==> src/hdl/phc_pkg.sv <==
`timescale 1ns / 1ps
// ----------------------------------------------------------------------------
// phc_pkg
// Types, tag codes and command codes for the pair heap copying collector.
// ----------------------------------------------------------------------------
package phc_pkg;

   localparam int HEAP_PAIRS_DEF = 1024;

   localparam logic [3:0] TAG_BROKEN = 4'd0;
   localparam logic [3:0] TAG_NIL    = 4'd6;
   localparam logic [3:0] TAG_CONS   = 4'd7;

   localparam logic [2:0] CMD_ALLOC   = 3'd0;
   localparam logic [2:0] CMD_CAR     = 3'd1;
   localparam logic [2:0] CMD_CDR     = 3'd2;
   localparam logic [2:0] CMD_SETROOT = 3'd3;
   localparam logic [2:0] CMD_COLLECT = 3'd4;

   localparam logic [1:0] ST_OK   = 2'd0;
   localparam logic [1:0] ST_BAD  = 2'd1;
   localparam logic [1:0] ST_FULL = 2'd2;

   typedef struct packed {
      logic [2:0]  cmd;
      logic [63:0] first_object;
      logic [63:0] second_object;
   } req_type;

   typedef struct packed {
      logic [63:0] result_object;
      logic [1:0]  status;
      logic [10:0] pairs_in_use;
   } rsp_type;

   // datapath operations issued by the controller
   localparam logic [3:0] OP_NONE      = 4'd0;
   localparam logic [3:0] OP_LOAD      = 4'd1;  // capture request, check it
   localparam logic [3:0] OP_ALLOC     = 4'd2;  // write new pair
   localparam logic [3:0] OP_READ      = 4'd3;  // issue field read
   localparam logic [3:0] OP_SETROOT   = 4'd4;
   localparam logic [3:0] OP_GC_START  = 4'd5;  // reset counts, object = root
   localparam logic [3:0] OP_RL_READ   = 4'd6;  // read old pair of object
   localparam logic [3:0] OP_RL_DONE   = 4'd7;  // decide forward or copy
   localparam logic [3:0] OP_RL_STORE  = 4'd8;  // store relocated object
   localparam logic [3:0] OP_SCAN_READ = 4'd9;  // read pair under scan
   localparam logic [3:0] OP_SCAN_CDR  = 4'd10; // object = saved cdr
   localparam logic [3:0] OP_GC_END    = 4'd11; // swap halves
   localparam logic [3:0] OP_RESULT    = 4'd12; // load output register
   localparam logic [3:0] OP_SCAN_LOAD = 4'd13; // object = scanned car, save cdr

   // relocation targets
   localparam logic [1:0] TGT_ROOT = 2'd0;
   localparam logic [1:0] TGT_CAR  = 2'd1;
   localparam logic [1:0] TGT_CDR  = 2'd2;

   typedef struct packed {
      logic [3:0] op;
      logic [1:0] target;
   } ctl_type;

   typedef struct packed {
      logic [2:0] cmd;
      logic       bad;        // request fails checks (status 1)
      logic       full;       // allocate on a full heap
      logic       nil_pass;   // car/cdr of nil
      logic       is_pair;    // object under relocation needs moving
      logic       forwarded;  // old pair already holds a broken heart
      logic       scan_more;  // scan below free count
   } sts_type;

endpackage

==> src/hdl/phc_control.sv <==
`timescale 1ns / 1ps
// ----------------------------------------------------------------------------
// phc_control
// Command sequencer for the pair heap, including the collector walk.
// ----------------------------------------------------------------------------
module phc_control
   import phc_pkg::*;
(
   input  logic    clock,
   input  logic    reset,
   input  logic    req_valid,
   output logic    req_stall,
   output logic    rsp_valid,
   input  logic    rsp_stall,
   input  sts_type sts,
   output ctl_type ctl
);

   localparam logic [3:0] S_IDLE    = 4'd0;
   localparam logic [3:0] S_DECODE  = 4'd1;
   localparam logic [3:0] S_WAITRD  = 4'd2;
   localparam logic [3:0] S_RESULT  = 4'd3;
   localparam logic [3:0] S_RL_READ = 4'd4;
   localparam logic [3:0] S_RL_DONE = 4'd5;
   localparam logic [3:0] S_RL_STORE = 4'd6;
   localparam logic [3:0] S_SCAN    = 4'd7;
   localparam logic [3:0] S_SCAN_WT = 4'd8;
   localparam logic [3:0] S_GC_END  = 4'd9;
   localparam logic [3:0] S_GC_START = 4'd10;
   localparam logic [3:0] S_SCAN_CDR = 4'd11;

   logic [3:0] state_ff, state_in;
   logic [1:0] tgt_ff, tgt_in;
   logic       vld_ff, vld_in;
   logic       accept;

   // accept while the output slot is free or draining
   assign req_stall = !(state_ff == S_IDLE && (!vld_ff || !rsp_stall));
   assign accept    = req_valid && !req_stall;
   assign rsp_valid = vld_ff;

   always_comb begin
      state_in = state_ff;
      tgt_in   = tgt_ff;
      vld_in   = vld_ff && rsp_stall;
      ctl.op   = OP_NONE;
      ctl.target = tgt_ff;
      case (state_ff)
         S_IDLE: if (accept) begin
            ctl.op = OP_LOAD;
            state_in = S_DECODE;
         end
         S_DECODE: begin
            if (sts.bad) state_in = S_RESULT;
            else case (sts.cmd)
               CMD_ALLOC: begin
                  if (!sts.full) ctl.op = OP_ALLOC;
                  state_in = S_RESULT;
               end
               CMD_CAR, CMD_CDR: begin
                  if (!sts.nil_pass) ctl.op = OP_READ;
                  state_in = S_WAITRD;
               end
               CMD_SETROOT: begin
                  ctl.op = OP_SETROOT;
                  state_in = S_RESULT;
               end
               default: state_in = S_GC_START;
            endcase
         end
         S_WAITRD: state_in = S_RESULT;
         S_GC_START: begin
            ctl.op = OP_GC_START;
            tgt_in = TGT_ROOT;
            state_in = S_RL_READ;
         end
         S_RL_READ: begin
            ctl.op = OP_RL_READ;
            state_in = S_RL_DONE;
         end
         S_RL_DONE: begin
            ctl.op = OP_RL_DONE;
            state_in = S_RL_STORE;
         end
         S_RL_STORE: begin
            ctl.op = OP_RL_STORE;
            case (tgt_ff)
               TGT_CAR: state_in = S_SCAN_CDR;
               default: state_in = S_SCAN;
            endcase
         end
         S_SCAN_CDR: begin
            ctl.op = OP_SCAN_CDR;
            tgt_in = TGT_CDR;
            state_in = S_RL_READ;
         end
         S_SCAN: begin
            if (sts.scan_more) begin
               ctl.op = OP_SCAN_READ;
               state_in = S_SCAN_WT;
            end else state_in = S_GC_END;
         end
         S_SCAN_WT: begin
            // read data holds car and cdr of the scanned pair
            ctl.op = OP_SCAN_LOAD;
            tgt_in = TGT_CAR;
            state_in = S_RL_READ;
         end
         S_GC_END: begin
            ctl.op = OP_GC_END;
            state_in = S_RESULT;
         end
         S_RESULT: begin
            ctl.op = OP_RESULT;
            vld_in = 1'b1;
            state_in = S_IDLE;
         end
         default: state_in = S_IDLE;
      endcase
   end

   always_ff @(posedge clock) begin
      if (reset) begin
         state_ff <= S_IDLE;
         tgt_ff <= TGT_ROOT;
         vld_ff <= 1'b0;
      end else begin
         state_ff <= state_in;
         tgt_ff <= tgt_in;
         vld_ff <= vld_in;
      end
   end

endmodule

==> config.mk <==
export PLATFORM = sky130hd
export DESIGN_NAME = phc_control
export DESIGN_NICKNAME = d
export VERILOG_FILES = /design/src/hdl/phc_pkg.sv /design/src/hdl/phc_control.sv
export SDC_FILE = /design/constraint.sdc
export NUM_CORES = 1
export LEC_CHECK = 0
export BUFFER_PORTS_ARGS = -buffer_cell sky130_fd_sc_hd__buf_2
export CORE_AREA = 2 2 39 41
export CTS_CLUSTER_DIAMETER = 40
export CTS_CLUSTER_SIZE = 10
export DETAILED_ROUTE_END_ITERATION = 8
export DIE_AREA = 0 0 41 43
export PLACE_DENSITY = 0.74
export SLEW_MARGIN = 20
export SYNTH_ARGS = -nofsm -noshare
export SYNTH_HDL_FRONTEND = slang
export SYNTH_SLANG_ARGS = --single-unit
==> constraint.sdc <==
create_clock -name clock -period 1.55 [get_ports clock]
set_input_delay 0.31 -clock clock [delete_from_list [all_inputs] [get_ports clock]]
set_output_delay 0.31 -clock clock [all_outputs]
set_load 0.05 [all_outputs]
==> summary.txt, run 1 <==
Synthesis
  – Yosys top cell by area: dfxtp_1
  – Adder-cell share of the synthesized area: 0%
  – Yosys reg bits: 7
  – Synth top area share: 26.0%
  – Post-Syn Area per Cell: 7.49 um^2
  – Post-synthesis cell area: 539 um^2
  – Multiplexer area fraction after synthesis: 0%
  – Largest family of logic cells by synthesized area: simple AND/OR/NAND/NOR gates
  – Synth Net Count: 85
  – Simple-Gate Fraction of Synth Area: 37.4%
  – Number of flops mapped to enable cells by yosys: 0
  – Top_reg_cell synth: dfxtp_1
  – Post-synthesis compound-gate area fraction: 28.5%
  – Cell variety after synth: 31
  – Synth top area cells: dfxtp_1 (26%), a21oi_1 (11%), nor2b_1 (5.8%), nor2_1 (4.9%), buf_4 (4.2%)
  – Synth Instances: 72
  – Post-Synth XOR/XNOR Area: 1.62%
  – Post-synthesis sequential area ratio: 26.0%
  – Yosys warns: 0
  – Asr flop ratio synth: 0%

Timing
  – Final hold violation count: 0
  – Period utilisation layout: 127%
  – RSZ-0062 raised after global routing: true
  – Fin. max-slew vios: 0
  – Final setup fails: 5
  – Slew @ Worst Pin: 0.254 ns
  – Setup TNS: -1.13 ns
  – Setup clock skew after layout: 0.00573 ns
  – Min cycle time layout: 1.97 ns
  – Setup ws final: -0.422 ns
  – Slew HR: 83.0%
  – Peak Freq: 0.507 GHz

Power
  – Pwr dens: 964 nW/um^2
  – Worst vdd ir: 0.473 mV
  – Lkg Pwr: 0.000405 uW
  – Final Power: 890 uW

Outcome
  – Failing checks: negative setup slack
  – Outcome: finished with violations

Routing
  – DRC: 0
  – Initial drt markers: 17
  – Drt pass-1 iters: 4
  – Via-to-Cell Ratio: 5.51
  – Via count: 694
  – Final wirelength: 1790 um
  – Wire length per cell: 14.2 um
  – Routed Antenna Nets: 0

Clock tree
  – CTS H-Tree Depth: 1
  – CTS tree: built
  – Clk buf depth: 2
  – Clk sinks: 7
  – CTS Buf Count: 3
  – Worst-Skew Late Latency: 0.26 ns
  – Root Driver: clkbuf_4
  – CTS Hold Buffers Added: 0
  – Clk pin slew, worst setup/hold paths: 0.06 ns

Floorplan
  – Die ar.: 1760 um^2
  – IO Count: 21
  – Cell Rows: 14
  – Core Area: 1380 um^2
  – Initial Utilization: 39.0%
  – DIE HEIGHT: 43 um
  – Die X: 41 um

Cells and area
  – P&R area growth vs syn: 71.2%
  – Non-filler cells, final: 126
  – N_diodes: 0
  – Fraction of layout cells with a size suffix above 1: 56.4%
  – Final nets: 124
  – Fill count: 120

Worst setup path
  – CP max FO: 3
  – Critical-path top delay cell: dfxtp_2
  – Crit. End Element: primary output
  – Reg2reg start: state_ff[3]
  – Reg-to-reg slack, setup: 0.14 ns
  – Slowest stage delay, CP: 0.34 ns
  – Crit. Startpoint: state_ff[3]
  – Reg2Reg Depth: 7
  – CP Launch Type: register
  – End point of the critical path: ctl[2]
  – Worst endpoint data arrival time: 1.66 ns
  – Worst Path Class, Setup: reg2out
  – CP required: 1.24 ns
  – Worst-path cell chain: buf_6 -> and2b_1 -> and2_4 -> a311oi_2 -> o211ai_1 -> buf_4
  – Capture point of the worst reg-to-reg path: state_ff[0]

Place
  – HPWL Detailed: 1110 um
  – DP Cell Count: 118
  – Dpl ws: -0.254 ns
  – Gpl congestion: 0.858
  – Port-buffer cells: 18

Job
  – Max Cap Viol: 0

GRT
  – Vias in the first global route: 610
  – Met2 Usage GRT: 32.2%
  – Top Usage Layer GRT: met2
  – Largest net degree at the start of global routing: 13
  – GR Util met3: 6.28%
  – Initial antenna violation count: 0
  – First-pass GRT wire length: 2550 um
  – Total routing usage reported by global routing: 22.2%
  – Congestion Overflow GR: 0
  – Met1 Use GR: 26.5%

Worst hold path
  – HP Class: in2reg
## layout by cell type, fill, tap and decap left out, types with 2 or more instances in the layout
cell / synthesis / routed
buf_4: 3 / 16
buf_2: 1 / 13
a21oi_1: 12 / 10
buf_6: 0 / 9
nor2_1: 7 / 6
nand2_1: 4 / 4
nor2b_1: 5 / 4
dfxtp_2: 0 / 4
nand3b_1: 3 / 3
nand2b_1: 3 / 3
clkbuf_4: 0 / 3
nor2_2: 1 / 2
and2_4: 0 / 2
a21oi_2: 0 / 2
a211oi_1: 2 / 2
o211ai_1: 2 / 2
dfxtp_1: 7 / 2
## critical path: cells and delay by family (launching register included)
kind                   cells  cell delay (ns)
AO/OA/AOI/OAI              2             0.41
buffers and inverters      2             0.33
flip-flops                 1             0.34
AND/OR/NAND/NOR            2             0.31
## worst min-delay path by stage
stage               startpoint          end  slack, ns  cells after the start
floorplan                reset    rsp_valid       0.37                      1
global placement     tgt_ff[0]    tgt_ff[0]       0.49                      2
detailed placement   tgt_ff[0]    tgt_ff[0]       0.50                      2
CTS                      reset    rsp_valid       0.27                      2
global route             reset  state_ff[1]       0.26                      2
finish                   reset    rsp_valid       0.27                      2
## registers in the layout (all words and copies together), names as in the netlist
| register | count |
|---|---|
| state_ff | 4 |
| rsp_valid | 1 |
| tgt_ff | 2 |
## layout make-up
cell class                      instances  area [um^2]  share of cell area [%]
Multi-Input combinational cell         59          434                    47.0
Timing Repair Buffer                   38          287                    31.0
Sequential cell                         7          149                    16.1
Clock buffer                            4         26.3                    2.85
Tap cell                               16         20.0                    2.17
Inverter                                2         7.51                   0.813
## per-stage QoR
stage	hold WS (ns)	cell area, um^2	util (%)
2_1_floorplan	0.369	567	-
3_3_place_gp	0.494	762	55.1
3_5_place_dp	0.501	762	55.1
4_1_cts	0.272	868	62.7
5_1_grt	0.258	923	66.7
6_report	0.267	923	66.7
## routing by layer
| layer | vias up | wire (um) |
|---|---|---|
| met4 | 0 | 71 |
| li1 | 335 | - |
| met5 | - | 0 |
| met1 | 325 | 665 |
| met3 | 7 | 114 |
| met2 | 27 | 943 |
## repair_timing
item | in CTS | in global routing
buffers inserted | 2 | 2
pin swaps | 4 | 6
endpoints found under the setup margin | 5 | 5
gates resized for setup | 18 | 9
## synth_stat cells, types with 2 or more instances
| cell | count |
|---|---|
| a211oi_1 | 2 |
| a21oi_1 | 12 |
| a311oi_1 | 2 |
| and2_1 | 2 |
| buf_4 | 3 |
| dfxtp_1 | 7 |
| nand2_1 | 4 |
| nand2b_1 | 3 |
| nand3b_1 | 3 |
| nor2_1 | 7 |
| nor2b_1 | 5 |
| o211ai_1 | 2 |
| o21ai_0 | 2 |
## where the power goes
| group | switching (uW) | total [uW] | internal, uW |
|---|---|---|---|
| clock | 78.5 | 177 | 98.9 |
| sequential | 11.0 | 208 | 197 |
| combinational | 286 | 505 | 219 |
## kinds of logic after synthesis
group / count (synthesis)
simple gates: 33
xor+xnor: 1
buf+inv: 6
compound gates: 25
flops: 7
Note: power is estimated with default switching activity, not from simulation.
==> inputs of run 2 (changes only) <==
- CELL_PAD_IN_SITES_DETAIL_PLACEMENT: unset -> 0
- CELL_PAD_IN_SITES_GLOBAL_PLACEMENT: unset -> 1
- CORE_AREA: 2 2 39 41 -> unset
- CORE_MARGIN: unset -> 2
- CORE_UTILIZATION: unset -> 32
- DIE_AREA: 0 0 41 43 -> unset
- PLACE_DENSITY: 0.74 -> 0.87
==> summary.txt, run 2 (same netlist as run 1, synthesis figures left out) <==
Outcome
  – Outcome: finished with violations
  – Failing checks: negative setup slack

Timing
  – Slew @ Worst Pin: 0.249 ns (-0.00452 ns)
  – Fin. max-slew vios: 0 (unchanged)
  – RSZ-0062 raised after global routing: true
  – Peak Freq: 0.524 GHz (+3.3%)
  – Final hold violation count: 0 (unchanged)
  – Min cycle time layout: 1.91 ns (-0.0630 ns)
  – Setup ws final: -0.359 ns (+0.0630 ns)
  – Slew HR: 83.5% (+0.53 points)
  – Final setup fails: 5 (unchanged)
  – Period utilisation layout: 123% (-4.1 points)
  – Setup clock skew after layout: 0.000475 ns (-0.00525 ns)
  – Worst hold slack: 0.275 ns (+0.00821 ns)

Worst setup path
  – CP Launch Type: register
  – Worst endpoint data arrival time: 1.60 ns (-0.06 ns)
  – Crit. End Element: primary output
  – Worst Path Class, Setup: reg2out
  – CP max FO: 2 (-1)
  – CP required: 1.24 ns (about the same)

Place
  – Gpl congestion: 0.852 (-0.72%)
  – Port-buffer cells: 18 (unchanged)
  – HPWL Detailed: 1080 um (-2.9%)

Cells and area
  – Final nets: 125 (+0.81%)
  – Largest register FFs: 4 (unchanged)
  – Biggest register: state_ff
  – Final core utilization: 60.0% (-6.7 points)
  – P&R area growth vs syn: 71.5%
  – Fraction of layout cells with a size suffix above 1: 52.3% (-4.1 points)
  – Most frequent cells in the layout: buf_4 (15), buf_2 (13), a21oi_1 (11), buf_6 (11), nor2_1 (7)
  – N_diodes: 0 (unchanged)
  – Most common cell after layout, fill and taps aside: buf_4

Routing
  – DRC: 0 (unchanged)
  – Via-to-Cell Ratio: 5.23 (-5.1%)
  – Initial drt markers: 6 (-11)
  – Routed Antenna Nets: 0 (unchanged)
  – Final wirelength: 1560 um (-13%)
  – Drt pass-1 iters: 4 (unchanged)
  – Wire length per cell: 12.3 um (-14%)
  – Via count: 664 (-4.3%)

Job
  – Max Cap Viol: 0 (unchanged)

GRT
  – Initial antenna violation count: 0 (unchanged)
  – First-pass GRT wire length: 2460 um (-3.3%)
  – Vias in the first global route: 595 (-2.5%)
  – Congestion Overflow GR: 0 (unchanged)
  – Total routing usage reported by global routing: 16.7% (-5.5 points)
  – Largest net degree at the start of global routing: 13 (unchanged)

Clock tree
  – Clk pin slew, worst setup/hold paths: 0.05 ns (about the same)
  – Clk buf depth: 2 (unchanged)
  – CTS tree: built
  – Worst-Skew Late Latency: 0.26 ns (about the same)
  – Clk sinks: 7 (unchanged)
  – CTS H-Tree Depth: 1 (unchanged)
  – Root Driver: clkbuf_4
  – CTS Buf Count: 3 (unchanged)

Power
  – Internal power: 524 uW (+1.7%)
  – Combinational Power Share: 57.7% (+1.0 points)
  – Worst vdd ir: 0.579 mV (+22%)
  – Power share of the clock group: 18.9% (-1.0 points)
  – Lkg Pwr: 0.000406 uW (+0.21%)
  – Pwr dens: 957 nW/um^2 (-0.76%)
  – Net Sw Frac: 40.8% (-1.4 points)
  – Flop pwr share: 23.5% (about the same)
  – Sw power: 361 uW (-3.8%)

Floorplan
  – Die ar.: 2030 um^2 (+15%)
  – Initial Utilization: 35.0% (-4.0 points)
  – Die X: 45.1 um (+9.9%)
  – Cell Rows: 14 (unchanged)
  – IO Count: 21 (unchanged)
  – Core Area: 1540 um^2 (+11%)
  – DIE HEIGHT: 45.1 um (+4.8%)

Worst hold path
  – HP Class: in2reg
-- run 2: cell count changes in the layout (fill, tap and decap cells not counted), sizes merged --
cell and delta:
buf +1
-- run 2: final cells by class --
class,count,area [um^2]
inverter,2,10.0
fill,141,617
timing repair buffer,39,302
tap,16,20.0
sequential,7,148
multi-input combinational,59,419
clock buffer,4,26.3
-- run 2: routing by layer --
| metal | global-route usage (%) | vias to the layer above | wire length (um) |
|---|---|---|---|
| li1 | - | 341 | - |
| met1 | 19.6 | 301 | 673 |
| met2 | 28.3 | 17 | 782 |
| met3 | 6.00 | 5 | 80 |
| met4 | 5.29 | 0 | 23 |
| met5 | 0 | - | 0 |
-- run 2: power by group through the flow --
stage / registers (uW) / clock network, uW / logic [uW]
after detailed placement: 207 / 0 / 411
after global placement: 207 / 0 / 407
after CTS: 204 / 175 / 481
final: 208 / 167 / 510
after global routing: 209 / 184 / 548
after floorplan: 218 / 0 / 270
-- run 2: timing repair --
action	in CTS	in global routing
pin swaps	3	5
setup endpoints to repair	5	5
resized for setup	14	11
hold buffers	0	0
setup buffers	2	1
-- run 2: metrics by stage --
stage | total power, uW | cell area (um^2) | setup WS, ns | cells | TNS (ns)
3_5_place_dp | 618 | 777 | -0.257 | 120 | -0.401
2_1_floorplan | 488 | 567 | -0.208 | 72 | -0.669
5_1_grt | 941 | 925 | -0.439 | 127 | -1.46
3_3_place_gp | 614 | 777 | -0.238 | 120 | -0.353
4_1_cts | 861 | 871 | -0.365 | 126 | -1.17
6_report | 885 | 925 | -0.359 | 127 | -1.16
-- run 2: critical path: stages, from the launching register on --
cell and delay [ns]:
dfxtp_2 0.33, nor3b_4 0.20, nand3b_2 0.11, or3_1 0.37, o211ai_1 0.11, buf_4 0.23
-- run 2: path summary, 6_finish.rpt --
check | slack (ns) | from | depth (start not counted) | to
max | -0.36 | state_ff[0] | 5 | ctl[2]
min | 0.28 | reset | 2 | rsp_valid
max reg2reg | 0.19 | state_ff[3] | 7 | state_ff[0]
min reg2reg | 0.52 | tgt_ff[0] | 2 | tgt_ff[0]
==> inputs of run 3 (changes only) <==
- BUFFER_PORTS_ARGS: -buffer_cell sky130_fd_sc_hd__buf_2 -> -buffer_cell sky130_fd_sc_hd__buf_4
- CORE_UTILIZATION: 32 -> 34
- CTS_BUF_LIST: unset -> sky130_fd_sc_hd__clkbuf_2 sky130_fd_sc_hd__clkbuf_4 sky130_fd_sc_hd__clkbuf_8
- CTS_CLUSTER_DIAMETER: 40 -> unset
- PLACE_DENSITY: 0.87 -> 0.91
==> summary.txt, run 3 (same netlist as run 1, synthesis figures left out) <==
Power
  – Final Power: 852 uW (-3.7%)
  – Lkg Pwr: 0.000378 uW (-7.0%)
  – Flop pwr share: 24.5% (+1.0 points)
  – Internal power: 506 uW (-3.3%)
  – Combinational Power Share: 56.7% (-1.0 points)
  – Net Sw Frac: 40.6% (-0.23 points)
  – Sw power: 346 uW (-4.2%)
  – Pwr dens: 970 nW/um^2 (+1.4%)
  – Worst vdd ir: 0.836 mV (+45%)
  – Power share of the clock group: 18.8% (about the same)

Cells and area
  – Design Area, Final: 878 um^2 (-5.0%)
  – Largest register FFs: 4 (unchanged)
  – N_diodes: 0 (unchanged)
  – Fraction of layout cells with a size suffix above 1: 48.6% (-3.7 points)
  – Final nets: 119 (-4.8%)
  – Most common cell after layout, fill and taps aside: buf_4
  – P&R area growth vs syn: 62.9%
  – Biggest register: state_ff
  – Most frequent cells in the layout: buf_4 (25), a21oi_1 (11), nor2_1 (7)

Floorplan
  – DIE HEIGHT: 43.8 um (-2.7%)
  – Cell Rows: 14 (unchanged)
  – IO Count: 21 (unchanged)
  – Die ar.: 1920 um^2 (-5.4%)
  – Die X: 43.8 um (-2.7%)
  – Core Area: 1490 um^2 (-3.4%)
  – Initial Utilization: 36.2% (+1.2 points)

Place
  – Port-buffer cells: 18 (unchanged)
  – Gpl congestion: 0.881 (+3.4%)
  – Dpl cell area: 785 um^2 (+0.97%)
  – HPWL Detailed: 1100 um (+1.2%)

Worst setup path
  – Worst Path Class, Setup: reg2out
  – Reg2Reg Depth: 7 (unchanged)
  – Crit. End Element: primary output
  – CP Launch Type: register
  – CP required: 1.24 ns (about the same)
  – Worst-path cell chain: nor3b_4 -> nand3b_2 -> or3_1 -> o211ai_1 -> buf_4
  – Capture point of the worst reg-to-reg path: state_ff[0]
  – Worst endpoint data arrival time: 1.56 ns (-0.04 ns)
  – Reg2reg start: state_ff[0]
  – CP max FO: 3 (+1)
  – Critical-path top delay cell: or3_1
  – Slowest stage delay, CP: 0.36 ns (about the same)
  – Reg-to-reg slack, setup: 0.19 ns (about the same)

Worst hold path
  – Sink of the worst hold path: state_ff[1]
  – Hold_sp: reset
  – HP Class: in2reg
  – Hold Crit Depth: 2 (unchanged)

Routing
  – Via count: 636 (-4.2%)
  – Drt pass-1 iters: 4 (unchanged)
  – Initial drt markers: 10 (+4)
  – Wire length per cell: 13.0 um (+6.2%)
  – Final wirelength: 1580 um (+1.2%)
  – Routed Antenna Nets: 0 (unchanged)
  – Via-to-Cell Ratio: 5.26 (+0.53%)
  – DRC: 0 (unchanged)

Clock tree
  – Worst-Skew Late Latency: 0.25 ns (about the same)
  – Clk sinks: 7 (unchanged)
  – CTS H-Tree Depth: 1 (unchanged)
  – Clk buf depth: 2 (unchanged)
  – Clk pin slew, worst setup/hold paths: 0.06 ns (about the same)
  – CTS Buf Count: 3 (unchanged)
  – Root Driver: clkbuf_4
  – CTS tree: built
  – CTS Hold Buffers Added: 0 (unchanged)

GRT
  – Total routing usage reported by global routing: 18.5% (+1.7 points)
  – Vias in the first global route: 598 (+0.50%)
  – First-pass GRT wire length: 2640 um (+7.3%)
  – Congestion Overflow GR: 0 (unchanged)
  – Initial antenna violation count: 0 (unchanged)
  – Largest net degree at the start of global routing: 13 (unchanged)

Timing
  – Setup TNS: -0.847 ns (+0.308 ns)
  – Min cycle time layout: 1.87 ns (-0.0383 ns)
  – Slew HR: 84.5% (+0.98 points)
  – Worst hold slack: 0.248 ns (-0.0275 ns)
  – Peak Freq: 0.535 GHz (+2.0%)
  – Fin. max-slew vios: 0 (unchanged)
  – Setup ws final: -0.321 ns (+0.0383 ns)
  – Period utilisation layout: 121% (-2.5 points)
  – Setup clock skew after layout: 0.00624 ns (+0.00577 ns)
  – Slew @ Worst Pin: 0.231 ns (-0.0179 ns)
  – Final hold violation count: 0 (unchanged)
  – Final setup fails: 5 (unchanged)
  – RSZ-0062 raised after global routing: true

Job
  – Max Cap Viol: 0 (unchanged)

Outcome
  – Outcome: finished with violations
  – Failing checks: negative setup slack
run 3: power groups by stage:
stage	clock, uW	sequential (uW)	combinational (uW)
2_1_floorplan	0	218	270
3_3_place_gp	0	207	424
3_5_place_dp	0	208	427
4_1_cts	168	209	480
5_1_grt	186	211	516
6_report	160	209	483
run 3: worst max-delay path by stage:
stage,from,to,slack (ns)
after floorplan,state_ff[2],ctl[2],-0.21
after global placement,sts[5],ctl[2],-0.18
after detailed placement,sts[5],ctl[2],-0.19
after CTS,state_ff[3],ctl[2],-0.34
after global routing,state_ff[0],ctl[2],-0.42
final,state_ff[3],ctl[2],-0.32
run 3: final cells by class:
| type | count | area [um^2] |
|---|---|---|
| multi-input combinational | 59 | 399 |
| inverter | 2 | 7.51 |
| timing repair buffer | 33 | 275 |
| clock inverter | 1 | 5.00 |
| fill | 149 | 611 |
| sequential | 7 | 149 |
| tap | 16 | 20.0 |
| clock buffer | 3 | 22.5 |
run 3: critical path: cells and delay by family (launching register included):
family / cells / cell delay (ns)
flops: 1 / 0.34
compound gates: 1 / 0.10
simple gates: 3 / 0.65
buf+inv: 1 / 0.23
run 3: what timing repair did:
| action | 4_1_cts | 5_1_grt |
|---|---|---|
| endpoints found under the setup margin | 5 | 5 |
| gates resized for setup | 12 | 2 |
| setup buffers | 1 | 0 |
| cloned | 1 | 0 |
| pin swaps | 3 | 1 |
run 3: metrics by stage:
stage | setup WS, ns | std cells | utilization, %
5_1_grt | -0.421 | 121 | 59.0
4_1_cts | -0.342 | 121 | 58.5
3_5_place_dp | -0.188 | 115 | 52.7
3_3_place_gp | -0.184 | 115 | 52.7
2_1_floorplan | -0.208 | 72 | -
6_report | -0.321 | 121 | 59.0
run 3: layer usage:
| layer | up-vias | wire length (um) | global-route usage, % |
|---|---|---|---|
| li1 | 328 | - | - |
| met1 | 291 | 685 | 22.2 |
| met2 | 17 | 791 | 32.6 |
| met3 | 0 | 103 | 6.25 |
| met4 | 0 | 0 | 1.82 |
| met5 | - | 0 | 0 |
